===== src/design/svm_pkg.sv =====
// ----------------------------------------------------------------------------
// svm_pkg: shared definitions for the sample voice mixer
// Request codes, sizes, derived widths and the command/status types that join
// the controller and the datapath.
// ----------------------------------------------------------------------------
package svm_pkg;

  localparam int NUM_VOICES   = 4;
  localparam int SAMPLE_DEPTH = 4096;

  // fixed field widths
  localparam int REQ_W     = 2;
  localparam int IN_ADDR_W = 12;
  localparam int POS_W     = 13;
  localparam int WORD_W    = 16;

  // derived widths
  localparam int ADDR_W = (SAMPLE_DEPTH > 1) ? $clog2(SAMPLE_DEPTH) : 1;
  localparam int VIDX_W = (NUM_VOICES > 1) ? $clog2(NUM_VOICES) : 1;
  localparam int AP_W   = ADDR_W + POS_W;

  localparam logic [REQ_W-1:0] REQ_LOAD = 2'd0;
  localparam logic [REQ_W-1:0] REQ_PLAY = 2'd1;
  localparam logic [REQ_W-1:0] REQ_TICK = 2'd2;

  localparam logic [VIDX_W-1:0] LAST_VOICE = VIDX_W'(NUM_VOICES - 1);

  typedef struct packed {
    logic load;       // write the sample memory
    logic play;       // claim the next voice
    logic tick_init;  // load the base word, rewind the voice counter
    logic issue;      // read the word of the current voice
  } dp_cmd_t;

  typedef struct packed {
    logic last_voice; // voice counter sits on the last voice
  } dp_sts_t;

  // request address modulo the memory depth
  function automatic logic [ADDR_W-1:0] map_addr(input logic [IN_ADDR_W-1:0] a);
    logic [ADDR_W+IN_ADDR_W-1:0] t;
    t = {{ADDR_W{1'b0}}, a};
    return t[ADDR_W-1:0];
  endfunction

  // start plus position modulo the memory depth
  function automatic logic [ADDR_W-1:0] sum_addr(input logic [ADDR_W-1:0] s,
                                                  input logic [POS_W-1:0] p);
    logic [AP_W-1:0] t;
    t = AP_W'(s) + AP_W'(p);
    return t[ADDR_W-1:0];
  endfunction

endpackage


===== src/design/svm_ctrl.sv =====
// ----------------------------------------------------------------------------
// svm_ctrl: sequencer for the sample voice mixer
// Decodes accepted requests and walks a tick through the voices, one memory
// read per cycle, then presents the result for one cycle.
// ----------------------------------------------------------------------------
module svm_ctrl (
  input  logic                   clk,
  input  logic                   rst_n,
  input  logic                   start,
  input  logic [svm_pkg::REQ_W-1:0] in_req_type,
  input  svm_pkg::dp_sts_t       sts,
  output svm_pkg::dp_cmd_t       cmd,
  output logic                   busy,
  output logic                   out_valid
);
  import svm_pkg::*;

  typedef enum logic [3:0] {
    ST_IDLE  = 4'b0001,
    ST_MIX   = 4'b0010,
    ST_DRAIN = 4'b0100,
    ST_DONE  = 4'b1000
  } state_t;

  state_t state_r, state_nxt;
  logic   accept;

  assign accept = start && (state_r == ST_IDLE);

  always_comb begin
    state_nxt     = state_r;
    cmd.load      = 1'b0;
    cmd.play      = 1'b0;
    cmd.tick_init = 1'b0;
    cmd.issue     = 1'b0;
    case (state_r)
      ST_IDLE: begin
        if (accept) begin
          cmd.load      = (in_req_type == REQ_LOAD);
          cmd.play      = (in_req_type == REQ_PLAY);
          cmd.tick_init = (in_req_type == REQ_TICK);
          if (in_req_type == REQ_TICK) begin
            state_nxt = ST_MIX;
          end
        end
      end
      ST_MIX: begin
        cmd.issue = 1'b1;
        if (sts.last_voice) begin
          state_nxt = ST_DRAIN;
        end
      end
      // last voice word is added here
      ST_DRAIN: state_nxt = ST_DONE;
      ST_DONE:  state_nxt = ST_IDLE;
      default:  state_nxt = ST_IDLE;
    endcase
  end

  always_ff @(posedge clk) begin
    if (!rst_n) begin
      state_r <= ST_IDLE;
    end else begin
      state_r <= state_nxt;
    end
  end

  assign busy      = (state_r != ST_IDLE);
  assign out_valid = (state_r == ST_DONE);

endmodule


===== config.mk =====
export PLATFORM = sky130hd
export DESIGN_NAME = svm_ctrl
export DESIGN_NICKNAME = d
export VERILOG_FILES = /design/src/design/svm_pkg.sv /design/src/design/svm_ctrl.sv
export SDC_FILE = /design/constraint.sdc
export NUM_CORES = 1
export LEC_CHECK = 0
export ABC_CLOCK_PERIOD_IN_PS = 3300
export BUFFER_PORTS_ARGS = -buffer_cell sky130_fd_sc_hd__buf_2
export CORE_AREA = 10 10 47 49
export CTS_CLUSTER_DIAMETER = 100
export DETAILED_ROUTE_END_ITERATION = 10
export DIE_AREA = 0 0 57 59
export SLEW_MARGIN = 5
export SYNTH_ARGS = -nofsm -noshare
export SYNTH_HDL_FRONTEND = slang
export SYNTH_SLANG_ARGS = --single-unit
export TNS_END_PERCENT = 50

===== constraint.sdc =====
create_clock -name clk -period 3.3 [get_ports clk]
set_input_delay 0 -clock clk [delete_from_list [all_inputs] [get_ports clk]]
set_output_delay 0 -clock clk [all_outputs]
set_load 0.02 [all_outputs]

Word level (Yosys, flattened, before mapping)
Index checks and enable logic that the tools add are counted.
{ "word_totals": {"regBits": 4, "rom_bits": 0, "mem_bits_rw": 0, "latch_bits": 0, "elab_cells": 21, "mem_count": 0, "inputBits": 6} }
{ "classes": {"shifts": 0, "bitwise_logic": 0, "div_mod_pow": 0, "order_cmp": 0, "n_eq_ne": 10, "mul": 0, "add_sub_neg": 0, "reduce_logical": 3, "muxes": 7} }
{ "ops": {"columns": ["cell", "n"], "rows": [
  ["2-to-1 mux 4 bit", 3],
  ["one-hot mux 4 bit (3 select lines)", 1],
  ["2-to-1 mux 3 bit", 2],
  ["== test 4 x 1 -> 1 bit, second input constant", 1],
  ["== test 4 x 2 -> 1 bit, second input constant", 1],
  ["== test 4 x 3 -> 1 bit, second input constant", 1],
  ["== test 4 bit, second input constant", 1],
  ["inequality test 2 bit, second input constant", 2],
  ["inequality test 4 x 1 -> 1 bit, second input constant", 1],
  ["AND reduction 3 bit", 1],
  ["== test 2 x 1 -> 1 bit, second input constant", 1],
  ["== test 2 bit, second input constant", 1],
  ["zero test 2 bit", 1],
  ["inequality test 2 x 1 -> 1 bit, second input constant", 1],
  ["logical AND 1 bit", 1],
  ["2-to-1 mux 1 bit", 1]
]} }

Logic depth before layout (Yosys ltp)
{ "logic_depth": {"word_depth": 4, "mapped_depth": 3, "depth_no_buf": 3} }

Worst setup path before layout
Ideal clock, no wire load.
{ "synth_timing": {"path_kind": "register to register", "start": "register state_r[2]", "end": "register state_r[1]", "path_stages_with_launch": 4, "path_buffers": 0, "arrival_time_ps": 1527, "path_slack_ps": 1714, "required_time_ps": 3241, "path_cell_list": "dfxtp_1 > nor4b_1 > nor2b_1 > o21a_1"} }
{ "synth_between": {"elab_chain_cells": 4, "word_cells_on_any_way": 9} }
{ "synth_rtl": {"columns": ["element", "line_no", "source"], "rows": [
  ["from (decl)", "svm_ctrl.sv:25", "state_t state_r, state_nxt;"],
  ["from (signal assigned)", "svm_ctrl.sv:64", "state_r <= state_nxt;"],
  ["== test 4 x 1 -> 1 bit", "svm_ctrl.sv:28, svm_ctrl.sv:36", null],
  ["logical AND 1 bit", "svm_ctrl.sv:28", "assign accept = start && (state_r == ST_IDLE);"],
  ["inequality test 2 bit (no source line)", null, null],
  ["AND reduction 3 bit (no source line)", null, null]
]} }
Parallel ways exist; a longest one is shown, timed or not.
A chain may end at the register's enable or synchronous reset.

==> impl_metrics.toml <==
[sta]
finalHoldViolations = 0
fin_skew_ps = 2.938
setup_tns_ps = 0
rsz0062_at_grt = "false"
fmax_mhz = 623.0
worst_slew_pin_slew_ps = 378.7
setup_violations = 0
final_max_slew_viol_count = 0
fin_crit_sh_pct = 48.64
relSlewSlack_pct = 74.40
min_period_ps = 1605

[logic_synthesis]
synthArstFlopShare_pct = 0
seq_area_frac_synth_pct = 38.10
synth_cells = 22
synth.distinct_cells = 16
synth-simple-area-share_pct = 47.62
synth.most_common_cell = "dfxtp_1"
synth-seq-cells = 4
synth_fa_ha_area_share_pct = 0
avgSynthCellArea_um2 = 9.555
synth.cells.most_frequent = "dfxtp_1 (4), nand2b_1 (2), nor4b_1 (2), o21ai_0 (2)"
synth_edf_count = 0
synth_compound_area_share_pct = 12.50
yosys.area.top_type_share_pct = 38.10
syn_area_um2 = 210.2
ys.flop_type = "dfxtp_1"
synth-xor-area-share_pct = 0
synth_top_family_by_area = "simple AND/OR/NAND/NOR gates"
synthTopCellsByArea = "dfxtp_1 (38%), nor4b_1 (8.3%), or4b_4 (6.5%), nand2b_1 (6.0%), nor3b_2 (6.0%)"
synth_warnings = 0
mappedNetlistNets = 28
synth_area_leader_cell = "dfxtp_1"
synth.mux.area_fraction_pct = 0

[min_path]
holdCritPathClass = "in2reg"

[floorplanning]
rows = 14
core_um2 = 1401
die_y_um = 59
dieArea_um2 = 3363
io_pins = 12
initial_core_util_pct = 15.00
die_w_um = 57

[route]
drt_pass1_iterations = 3
drtAntennaViolNets = 0
wire_per_inst_um = 10.11
vias_per_cell = 4.057
drt_first_iter_violations = 3
drc = 0
finalWirelength_um = 536
vias = 215

[worst_setup_path]
path_max_fanout = 6
r2r_slack_ps = 2050
path_class = "reg2out"
critPathRequiredTime_ps = 3300
crit_arrival_ps = 1610
critPathSlowestCell = "or4b_4"
cp_slowest_stage_delay_ps = 560
cp-end-kind = "primary output"
crit_chain = "or4b_4 -> nor3b_2 -> and2_1 -> buf_2"
worstSetupStartpointType = "register"

[cells_and_area]
largest_reg_flops = 4
insertedDiodeCount = 0
drive_above_1_share_pct = 43.24
top_register = "state_r"
reg_top3 = "state_r x4"
synthToLayoutAreaGrowth_pct = 51.19
multi_input_area_um2 = 126.4
regArea_um2 = 80.08
fillers = 160
fin_nets = 45

[global_route]
gr-usage-all-layers_pct = 3.717
grt_pass1_vias = 236
grt.overflow.total = 0
grt_antenna_before_repair = 0
grt_max_degree = 7
grt_pass1_wl_um = 938

[place]
io_buffers = 11
gp_congestion = 0.6011

[clock_tree]
cts_made_buffers = 3
cts_max_path_buffers = 2
cts-resized-gates = 0
postCtsHoldBufs = 1
cts_root_buf = "clkbuf_4"
clk_pin_slew_worst_paths_ps = 40
clock_sinks = 4
cts_setup_buffers = 0
clk_latency_ps = 230
h-tree-depth = 1
tritoncts = "built"

[outcome]
run_status = "completed"

[power_and_ir_drop]
peakVddDrop_uv = 109.1
power.total_mw = 0.1278
power_leakage_nw = 0.1502
p_per_area_nw_per_um2 = 402.1

[job]
max_cap_violations = 0
==> stage by stage <==
stage / util (%) / instances / instance area, µm² / setup WS [ps] / hold WS, ps
after global routing: 22.68 / 53 / 317.8 / 1575 / 37.16
after CTS: 22.68 / 53 / 317.8 / 1675 / 9.378
after floorplan: - / 22 / 210.2 / 1714 / 80.82
after detailed placement: 20.36 / 49 / 285.3 / 1932 / 229.4
final: 22.68 / 53 / 317.8 / 1695 / 14.96
after global placement: 20.36 / 49 / 285.3 / 1949 / 232.8
==> final cells by class <==
class | count | share of cell area [%]
Clock buffer | 3 | 7.087
Multi-Input combinational cell | 17 | 39.76
Timing Repair Buffer | 12 | 20.47
Sequential cell | 4 | 25.20
Inverter | 1 | 1.181
Tap cell | 16 | 6.299
==> worst max-delay path, delay by kind of cell, from the launching register on <==
kind          cells  cell delay (ps)
flops             1              340
buf+inv           1              160
simple gates      3              880
==> power by group <==
group          leakage (nW)  switching (mW)  total [mW]  internal [mW]
sequential           0.0324         0.00104      0.0505         0.0495
combinational         0.104         0.00803      0.0165        0.00850
clock                0.0138          0.0200      0.0607         0.0407
==> routing by layer <==
| metal | vias up | global-route usage (%) | wire length (µm) | share of wire, % |
|---|---|---|---|---|
| met5 | - | 0 | 0 | 0 |
| met4 | 0 | 4.027 | 0 | 0 |
| met3 | 0 | 2.790 | 73 | 14 |
| met2 | 7 | 5.581 | 283 | 53 |
| met1 | 95 | 2.969 | 179 | 33 |
| li1 | 113 | - | - | - |
==> layout by cell type, fill, tap and decap left out <==
cell	instances
or4b_4	1
o21ai_0	2
and3_1	1
clkbuf_4	3
inv_1	1
buf_2	11
o21a_1	1
nand3b_1	1
nor2_1	1
nor4_1	1
and2_1	1
and2b_1	1
dlygate4sd3_1	1
nor2b_1	1
nand2b_1	2
nor4b_1	2
o2111ai_1	1
dfxtp_1	4
nor3b_2	1
==> cell families after synthesis <==
logic type / count (synthesis)
AO/OA/AOI/OAI: 4
buffers and inverters: 1
flip-flops: 4
AND/OR/NAND/NOR: 13
==> path summary, 6_finish.rpt <==
kind,cells after the start,endpoint,start
worst max-delay path,4,cmd[2],state_r[1]
worst min-delay path,2,state_r[2],sts
worst max register to register,3,state_r[1],state_r[1]
worst min register to register,1,state_r[3],state_r[3]
No activity file was read; power rests on OpenSTA's default activity.
